<file path="src/ccs_pkg.sv">
// Shared types, character codes and the per-byte comment decision.
package ccs_pkg;

  localparam logic [7:0] CH_QUOTE = 8'h22;
  localparam logic [7:0] CH_SLASH = 8'h2F;
  localparam logic [7:0] CH_STAR  = 8'h2A;
  localparam logic [7:0] CH_LF    = 8'h0A;
  localparam logic [7:0] CH_CR    = 8'h0D;
  localparam logic [7:0] CH_NUL   = 8'h00;

  typedef struct packed {
    logic [7:0] prev;
    logic       in_str;
    logic       in_lc;
    logic       in_bc;
  } ccs_flags_t;

  localparam ccs_flags_t FLAGS_RST = '{prev: CH_NUL, in_str: 1'b0, in_lc: 1'b0, in_bc: 1'b0};

  typedef struct packed {
    ccs_flags_t flags;
    logic       keep;
  } ccs_dec_t;

  // One result item
  typedef struct packed {
    logic [7:0] data;
    logic       kept;
    logic       fin;
  } ccs_res_t;

  // Up to two results written into the queue in one cycle, packed from e0
  typedef struct packed {
    logic [1:0] cnt;
    ccs_res_t   e0;
    ccs_res_t   e1;
  } ccs_push_t;

  typedef struct packed {
    logic     nempty;
    ccs_res_t res;
  } ccs_qhead_t;

  function automatic ccs_dec_t ccs_decide(ccs_flags_t f, logic [7:0] b,
                                          logic nxt_slash, logic nxt_star);
    ccs_dec_t d;
    logic     closing;
    logic     outside;
    d       = '{flags: f, keep: 1'b0};
    closing = 1'b0;
    outside = !f.in_lc && !f.in_bc;
    if (b == CH_QUOTE) begin
      if (outside) d.flags.in_str = !f.in_str;
    end else if (b == CH_SLASH && nxt_slash && !f.in_bc) begin
      if (!f.in_str) d.flags.in_lc = 1'b1;
    end else if (b inside {CH_LF, CH_CR}) begin
      d.flags.in_lc = 1'b0;
    end else if (b == CH_SLASH && nxt_star && !f.in_lc) begin
      if (!f.in_str) d.flags.in_bc = 1'b1;
    end else if (!f.in_str && b == CH_SLASH && f.prev == CH_STAR) begin
      d.flags.in_bc = 1'b0;
      closing       = 1'b1;
    end
    d.flags.prev = closing ? CH_NUL : b;
    d.keep       = !closing && !d.flags.in_lc && !d.flags.in_bc;
    return d;
  endfunction

endpackage

</file>
<file path="src/ccs_in_if.sv">
// Request channel carrying source bytes.
interface ccs_in_if;
  logic       valid;
  logic       ready;
  logic [7:0] in_byte;
  logic       in_last;

  modport source (output valid, output in_byte, output in_last, input ready);
  modport sink   (input valid, input in_byte, input in_last, output ready);
endinterface

</file>
<file path="src/ccs_out_if.sv">
// Result channel carrying kept bytes and end-of-file marks.
interface ccs_out_if;
  logic       valid;
  logic       ready;
  logic [7:0] out_byte;
  logic       out_valid;
  logic       out_end;

  modport source (output valid, output out_byte, output out_valid, output out_end,
                  input ready);
  modport sink   (input valid, input out_byte, input out_valid, input out_end,
                  output ready);
endinterface

</file>
<file path="src/ccs_front.sv">
// Front end: one-byte lookahead, comment/string flags, results into the queue.
module ccs_front (
  input  logic               clk,
  input  logic               rst_n,
  ccs_in_if.sink             in_ch,
  input  logic               q_room,
  output ccs_pkg::ccs_push_t push
);

  logic [7:0]          held_r;
  logic                present_r, present_nxt;
  ccs_pkg::ccs_flags_t flags_r, flags_nxt;

  ccs_pkg::ccs_dec_t   d_held, d_last;
  ccs_pkg::ccs_flags_t f_mid;
  ccs_pkg::ccs_res_t   e_held, e_last;
  logic                acc, k_held;

  assign in_ch.ready = q_room;
  assign acc         = in_ch.valid && q_room;

  always_comb begin
    d_held = ccs_pkg::ccs_decide(flags_r, held_r,
                                 in_ch.in_byte == ccs_pkg::CH_SLASH,
                                 in_ch.in_byte == ccs_pkg::CH_STAR);
    f_mid  = present_r ? d_held.flags : flags_r;
    // final byte is decided with nothing ahead of it
    d_last = ccs_pkg::ccs_decide(f_mid, in_ch.in_byte, 1'b0, 1'b0);
    k_held = present_r && d_held.keep;

    e_held = '{data: held_r, kept: 1'b1, fin: 1'b0};
    e_last = '{data: d_last.keep ? in_ch.in_byte : ccs_pkg::CH_NUL,
               kept: d_last.keep, fin: 1'b1};

    push.cnt = acc ? ({1'b0, k_held} + {1'b0, in_ch.in_last}) : 2'd0;
    push.e0  = k_held ? e_held : e_last;
    push.e1  = e_last;

    flags_nxt   = flags_r;
    present_nxt = present_r;
    if (acc) begin
      if (in_ch.in_last) begin
        flags_nxt   = ccs_pkg::FLAGS_RST;
        present_nxt = 1'b0;
      end else begin
        flags_nxt   = f_mid;
        present_nxt = 1'b1;
      end
    end
  end

  always_ff @(posedge clk) begin
    if (!rst_n) begin
      flags_r   <= ccs_pkg::FLAGS_RST;
      present_r <= 1'b0;
    end else begin
      flags_r   <= flags_nxt;
      present_r <= present_nxt;
    end
  end

  always_ff @(posedge clk) begin
    if (acc && !in_ch.in_last) held_r <= in_ch.in_byte;
  end

endmodule

</file>
<file path="src/ccs_queue.sv">
// Small register queue between front and back; takes up to two results a cycle.
module ccs_queue #(
  parameter int DEPTH = 4
) (
  input  logic                clk,
  input  logic                rst_n,
  input  ccs_pkg::ccs_push_t  push,
  input  logic                pop,
  output logic                room,
  output ccs_pkg::ccs_qhead_t head
);

  localparam int AW = (DEPTH > 1) ? $clog2(DEPTH) : 1;
  localparam int CW = $clog2(DEPTH + 1);

  ccs_pkg::ccs_res_t mem_r [DEPTH];
  logic [AW-1:0]     wr_r, wr_nxt, rd_r, rd_nxt, wr_p1, wr_p2;
  logic [CW-1:0]     count_r, count_nxt;

  function automatic logic [AW-1:0] ptr_inc(logic [AW-1:0] p);
    return (p == AW'(DEPTH - 1)) ? '0 : p + 1'b1;
  endfunction

  assign wr_p1 = ptr_inc(wr_r);
  assign wr_p2 = ptr_inc(wr_p1);

  // room for a held byte plus a closing result
  assign room        = count_r <= CW'(DEPTH - 2);
  assign head.nempty = count_r != '0;
  assign head.res    = mem_r[rd_r];

  always_comb begin
    case (push.cnt)
      2'd1:    wr_nxt = wr_p1;
      2'd2:    wr_nxt = wr_p2;
      default: wr_nxt = wr_r;
    endcase
    rd_nxt    = pop ? ptr_inc(rd_r) : rd_r;
    count_nxt = count_r + CW'(push.cnt) - CW'(pop);
  end

  always_ff @(posedge clk) begin
    if (!rst_n) begin
      wr_r    <= '0;
      rd_r    <= '0;
      count_r <= '0;
    end else begin
      wr_r    <= wr_nxt;
      rd_r    <= rd_nxt;
      count_r <= count_nxt;
    end
  end

  always_ff @(posedge clk) begin
    if (push.cnt != 2'd0) mem_r[wr_r]  <= push.e0;
    if (push.cnt == 2'd2) mem_r[wr_p1] <= push.e1;
  end

`ifndef SYNTHESIS
  a_no_overflow: assert property (@(posedge clk) disable iff (!rst_n)
    count_r <= CW'(DEPTH))
    else $error("queue count above depth");

  a_pop_nonempty: assert property (@(posedge clk) disable iff (!rst_n)
    pop |-> count_r != '0)
    else $error("pop from empty queue");

  a_push_room: assert property (@(posedge clk) disable iff (!rst_n)
    push.cnt != 2'd0 |-> room)
    else $error("push without room");

  a_push_cnt: assert property (@(posedge clk) disable iff (!rst_n)
    push.cnt != 2'd3)
    else $error("more than two results in one cycle");
`endif

endmodule

</file>
<file path="src/ccs_back.sv">
// Back end: output register that drains the queue onto the result channel.
module ccs_back (
  input  logic                clk,
  input  logic                rst_n,
  input  ccs_pkg::ccs_qhead_t head,
  output logic                pop,
  ccs_out_if.source           out_ch
);

  logic              vld_r, vld_nxt;
  ccs_pkg::ccs_res_t res_r;

  assign pop     = head.nempty && (!vld_r || out_ch.ready);
  assign vld_nxt = pop || (vld_r && !out_ch.ready);

  assign out_ch.valid     = vld_r;
  assign out_ch.out_byte  = res_r.data;
  assign out_ch.out_valid = res_r.kept;
  assign out_ch.out_end   = res_r.fin;

  always_ff @(posedge clk) begin
    if (!rst_n) vld_r <= 1'b0;
    else        vld_r <= vld_nxt;
  end

  always_ff @(posedge clk) begin
    if (pop) res_r <= head.res;
  end

endmodule

</file>
<file path="src/c_comment_stripper.sv">
// Top level of the comment stripper: front end, result queue, output stage.
//
//  channel  | dir | handshake          | payload
//  in_ch    | in  | valid/ready        | in_byte[7:0], in_last
//  out_ch   | out | valid/ready        | out_byte[7:0], out_valid, out_end
//
// One byte accepted per cycle while in_ch.ready is high; each byte's decision
// waits for the next byte (lookahead), then the result passes the queue and the
// output register. A final byte can push two results at once; the queue drains
// one a cycle unless out_ch stalls; in_ch.ready drops while fewer than two queue slots are free.
// rst_n is synchronous and clears the flags, the held-byte marker and the queue.
// Output stalls back up through the queue only; input stalls cost nothing.
module c_comment_stripper #(
  parameter int DEPTH = 4
) (
  input  logic      clk,
  input  logic      rst_n,
  ccs_in_if.sink    in_ch,
  ccs_out_if.source out_ch
);

  ccs_pkg::ccs_push_t  push;
  ccs_pkg::ccs_qhead_t head;
  logic                room;
  logic                pop;

  ccs_front u_front (
    .clk    (clk),
    .rst_n  (rst_n),
    .in_ch  (in_ch),
    .q_room (room),
    .push   (push)
  );

  ccs_queue #(.DEPTH(DEPTH)) u_queue (
    .clk   (clk),
    .rst_n (rst_n),
    .push  (push),
    .pop   (pop),
    .room  (room),
    .head  (head)
  );

  ccs_back u_back (
    .clk    (clk),
    .rst_n  (rst_n),
    .head   (head),
    .pop    (pop),
    .out_ch (out_ch)
  );

endmodule

</file>
<file path="src/flat_wrapper.sv">
// flat-port wrapper written by rule: the top's interface ports become plain ports
module c_comment_stripper_flat 
#(
  parameter int DEPTH = 4
)
  (clk, rst_n, in_ch_valid, in_ch_in_byte, in_ch_in_last, in_ch_ready, out_ch_valid, out_ch_out_byte, out_ch_out_valid, out_ch_out_end, out_ch_ready);
  ccs_in_if in_ch_i ();
  ccs_out_if out_ch_i ();
  input  logic clk;
  input  logic rst_n;
  input wire logic [$bits(in_ch_i.valid)-1:0] in_ch_valid;
  input wire logic [$bits(in_ch_i.in_byte)-1:0] in_ch_in_byte;
  input wire logic [$bits(in_ch_i.in_last)-1:0] in_ch_in_last;
  output wire logic [$bits(in_ch_i.ready)-1:0] in_ch_ready;
  output wire logic [$bits(out_ch_i.valid)-1:0] out_ch_valid;
  output wire logic [$bits(out_ch_i.out_byte)-1:0] out_ch_out_byte;
  output wire logic [$bits(out_ch_i.out_valid)-1:0] out_ch_out_valid;
  output wire logic [$bits(out_ch_i.out_end)-1:0] out_ch_out_end;
  input wire logic [$bits(out_ch_i.ready)-1:0] out_ch_ready;
  assign in_ch_i.valid = in_ch_valid;
  assign in_ch_i.in_byte = in_ch_in_byte;
  assign in_ch_i.in_last = in_ch_in_last;
  assign in_ch_ready = in_ch_i.ready;
  assign out_ch_valid = out_ch_i.valid;
  assign out_ch_out_byte = out_ch_i.out_byte;
  assign out_ch_out_valid = out_ch_i.out_valid;
  assign out_ch_out_end = out_ch_i.out_end;
  assign out_ch_i.ready = out_ch_ready;
  c_comment_stripper #(.DEPTH(DEPTH)) u_core (.clk(clk), .rst_n(rst_n), .in_ch(in_ch_i), .out_ch(out_ch_i));
endmodule
</file>
<file path="config.mk">
export PLATFORM = sky130hd
export DESIGN_NAME = c_comment_stripper_flat
export DESIGN_NICKNAME = d
export VERILOG_FILES = /design/src/ccs_pkg.sv /design/src/ccs_in_if.sv /design/src/ccs_out_if.sv /design/src/ccs_front.sv /design/src/ccs_queue.sv /design/src/ccs_back.sv /design/src/c_comment_stripper.sv /design/src/flat_wrapper.sv
export SDC_FILE = /design/constraint.sdc
export NUM_CORES = 1
export LEC_CHECK = 0
export BUFFER_PORTS_ARGS = -buffer_cell sky130_fd_sc_hd__buf_2
export CAP_MARGIN = 40
export CORE_MARGIN = 8
export CORE_UTILIZATION = 38
export CTS_BUF_LIST = sky130_fd_sc_hd__clkbuf_16
export DETAILED_ROUTE_END_ITERATION = 10
export PLACE_DENSITY_LB_ADDON = 0.3
export SETUP_SLACK_MARGIN = 0.4
export SLEW_MARGIN = 10
export SYNTH_ARGS = -nofsm -noshare
export SYNTH_HDL_FRONTEND = slang
export SYNTH_SLANG_ARGS = --single-unit
</file>
<file path="constraint.sdc">
create_clock -name clk -period 6.5 [get_ports clk]
set_clock_uncertainty 0.1 [all_clocks]
set_input_delay 0.65 -clock clk [delete_from_list [all_inputs] [get_ports clk]]
set_output_delay 0.65 -clock clk [all_outputs]
set_load 0.02 [all_outputs]
</file>
==> flow_summary_export.csv <==
group,metric,value,unit
clock_network,cts_setup_buffers,0,
yosys,ys_ff_latch,78,
yosys,syn-cell-area,4020,µm²
clock_network,cts_tree,"done",
worst_setup_path,end_kind,"flop",
timing,post-route-period-util,66.5,%
placement,dp.final_hpwl,6480,µm
global_route,grt_max_degree,25,
pwr,leakagePower,1.59,nW
timing,final_hold_viol_count,0,
floorplan,die_h,119,µm
worst_setup_path,worstPathMaxFanout,10,
global_route,antenna_found_initial,0,
clock_network,cts_htree_levels,3,
clock_network,cts-hold-fix-buffers,0,
route,drc,0,
worst_setup_path,required,6600,ps
worst_setup_path,critPathKind,"flop to flop",
yosys,synth_edf_count,54,
min_path,hp-class,"flop to flop",
yosys,yosysWarnings,0,
timing,hold_ws,370,ps
worst_setup_path,worstReg2RegStart,"u_core.u_front.held_r[5]$_DFFE_PP_",
clock_network,cts_resized,0,
layout,drive_gt1_share,19.4,%
clock_network,ctsRootBufferMaster,"clkbuf_16",
layout,utilization,44.8,%
route,drt_pass1_iterations,5,
layout,n_antenna_cell,0,
timing,rsz0062_at_grt,"no",
worst_setup_path,worst_setup_path_start_kind,"flop",
route,drt_iter0_drc,300,
yosys,syn-instance-count,318,
yosys,yosysUniqueCellTypes,53,
timing,setup_viol,0,
floorplan,start_util,39.1,%
global_route,grt_pass1_vias,2938,
yosys,synth_nets,347,
layout,design_area,4600,µm²
global_route,grt_pass1_wl,15400,µm
worst_setup_path,startpoint,"u_core.u_front.held_r[5]$_DFFE_PP_",
route,dr_total_vias,2835,
route,vias_per_cell,5.83,
timing,tightest_slew,823,ps
yosys,ys_seq_area_share,52.3,%
timing,final_max_slew_viol_count,0,
clock_network,clkLatencyLatePin,330,ps
floorplan,dieArea,14100,µm²
placement,io_buffers,24,
yosys,netlist.top_cell.by_area,"edfxtp_1",
floorplan,ioPinCount,25,
yosys,synthDominantCellAreaShare,40.3,%
worst_setup_path,rrSetupSlack,2180,ps
worst_setup_path,crit_path_end,"u_core.u_queue.mem_r[1][2]$_DFFE_PP_",
pwr,p_total,1.67,mW
global_route,grt_overflow_total,0,
clock_network,clock_sinks,78,
pwr,power_density,363,nW/µm²
pwr,vdd_drop_max,166,µV
worst_setup_path,rr_worst_depth,12,
status,status,"finished, final reports clean",
placement,place_area,4300,µm²
yosys,avgSynthCellArea,12.6,µm²
yosys,ys.flop_type,"edfxtp_1",
clock_network,clockBufferDepth,2,
clock_network,path_clk_slew,60,ps
timing,setup-tns-final,0,ps
layout,final_net_count,374,
yosys,synth.most_common_cell,"edfxtp_1",
yosys,async_flop_share,0,%
worst_setup_path,worstPathArrival,4420,ps
clock_network,cts-buffers-inserted,9,
yosys,synth.area.top_cells,"edfxtp_1, dfxtp_1, a32o_1",
route,drtAntennaViolNets,0,
yosys,synth_common_cells,"edfxtp_1, a32o_1, dfxtp_1",
floorplan,core,10300,µm²
floorplan,rows,37,
route,routed_wl,9420,µm
floorplan,die_x,119,µm
worst_setup_path,r2r-end,"u_core.u_queue.mem_r[1][2]$_DFFE_PP_",
layout,area_growth,14.5,%
global_route,grt_use_total,13.7,%
timing,finalCriticalPeriod,4320,ps
route,wl_per_cell,19.4,µm
run,cap_violations,0,
placement,gp_congestion,0.859,
timing,fmax,0.231,GHz
timing,relSlewSlack,44.9,%
[report_power, final]
part           internal, mW  switching, mW
clock network         0.295          0.197
registers             0.650         0.0682
logic                 0.206          0.255
[critical path, stage by stage (launching register included)]
cell and delay [ps]:
edfxtp_1 600, or4b_4 540, or3_1 370, o211a_1 290
nor2_1 360, nor2_1 100, ha_1 280, nand2_1 80
ha_1 310, nand2_1 200, nor4b_2 540, buf_4 260
a32o_1 140
[per-layer routing]
metal,vias to the layer above,part of all wire [%],GRT usage (%),routed length (µm)
met5,-,0,0,0
met4,0,2.3,6.56,213
met3,21,6.2,3.07,580
met2,105,49,23.2,4600
met1,1380,43,16.3,4030
li1,1329,-,-,-
[layout make-up]
class | instances | area, µm²
Fill cell | 980 | 5670
Sequential cell | 78 | 2100
Multi-Input combinational cell | 209 | 1770
Timing Repair Buffer | 35 | 228
Clock buffer | 9 | 225
Tap cell | 136 | 170
Clock inverter | 7 | 66.3
Inverter | 12 | 45.0
[state kept, by name (all words and copies together) (netlist names)]
register / flops
u_core.u_front.present_r: 1
u_core.u_back.out_ch.valid: 1
u_core.u_back.out_ch.out_valid: 1
u_core.u_back.out_ch.out_end: 1
u_core.u_queue.wr_r: 2
u_core.u_back.out_ch.out_byte: 8
u_core.u_queue.mem_r: 40
u_core.u_queue.rd_r: 2
u_core.u_front.held_r: 8
u_core.u_front.flags_r: 11
u_core.u_queue.count_r: 3
[logic make-up (layout without fill, tap and decap cells)]
group                      Yosys count  in the layout  share of synthesized area [%]
AOI/OAI and AO/OA                   77             77                           16.6
xor gates and xnor gates             4              4                          0.872
adders and majority gates           16             16                           5.17
buffers and inverters               31             63                           3.74
DFF                                 78             78                           52.3
muxes                               12             12                           6.10
and+or+nand+nor                    100            100                           15.3
[how the worst min path moves through the flow]
stage / cells after the start / end / slack [ps] / from
2_1_floorplan: 2 / u_core.u_queue.mem_r[2][0]$_SDFFE_PP1P_ / 330 / u_core.u_queue.mem_r[2][0]$_SDFFE_PP1P_
4_1_cts: 2 / u_core.u_queue.mem_r[3][0]$_SDFFE_PP1P_ / 370 / u_core.u_queue.mem_r[3][0]$_SDFFE_PP1P_
5_1_grt: 2 / u_core.u_back.out_ch.valid$_SDFF_PN0_ / 410 / u_core.u_back.out_ch.valid$_SDFF_PN0_
6_report: 2 / u_core.u_queue.mem_r[3][0]$_SDFFE_PP1P_ / 370 / u_core.u_queue.mem_r[3][0]$_SDFFE_PP1P_
3_5_place_dp: 2 / u_core.u_queue.mem_r[3][0]$_SDFFE_PP1P_ / 350 / u_core.u_queue.mem_r[3][0]$_SDFFE_PP1P_
3_3_place_gp: 2 / u_core.u_queue.mem_r[3][0]$_SDFFE_PP1P_ / 350 / u_core.u_queue.mem_r[3][0]$_SDFFE_PP1P_
[through the flow]
step / std cells / worst slack [ps]
final: 486 / 2180
after global routing: 486 / 1840
after CTS: 485 / 2200
after detailed placement: 469 / 2050
after global placement: 463 / 1900
after floorplan: 318 / 2600
[cell usage in the layout, fill, tap and decap left out, types with 7 or more instances in the layout]
cell type / synthesis / routed
a21oi_1: 9 / 9
a22oi_1: 9 / 9
a32o_1: 32 / 32
and2_1: 8 / 8
buf_2: 0 / 25
buf_4: 1 / 8
clkbuf_16: 0 / 9
dfxtp_1: 24 / 24
edfxtp_1: 54 / 54
ha_1: 15 / 15
inv_1: 12 / 13
mux4_2: 10 / 10
nand2_1: 15 / 15
nor2_1: 18 / 18
nor2b_1: 13 / 13
nor3_1: 7 / 7
No activity file was read; power rests on OpenSTA's default activity.
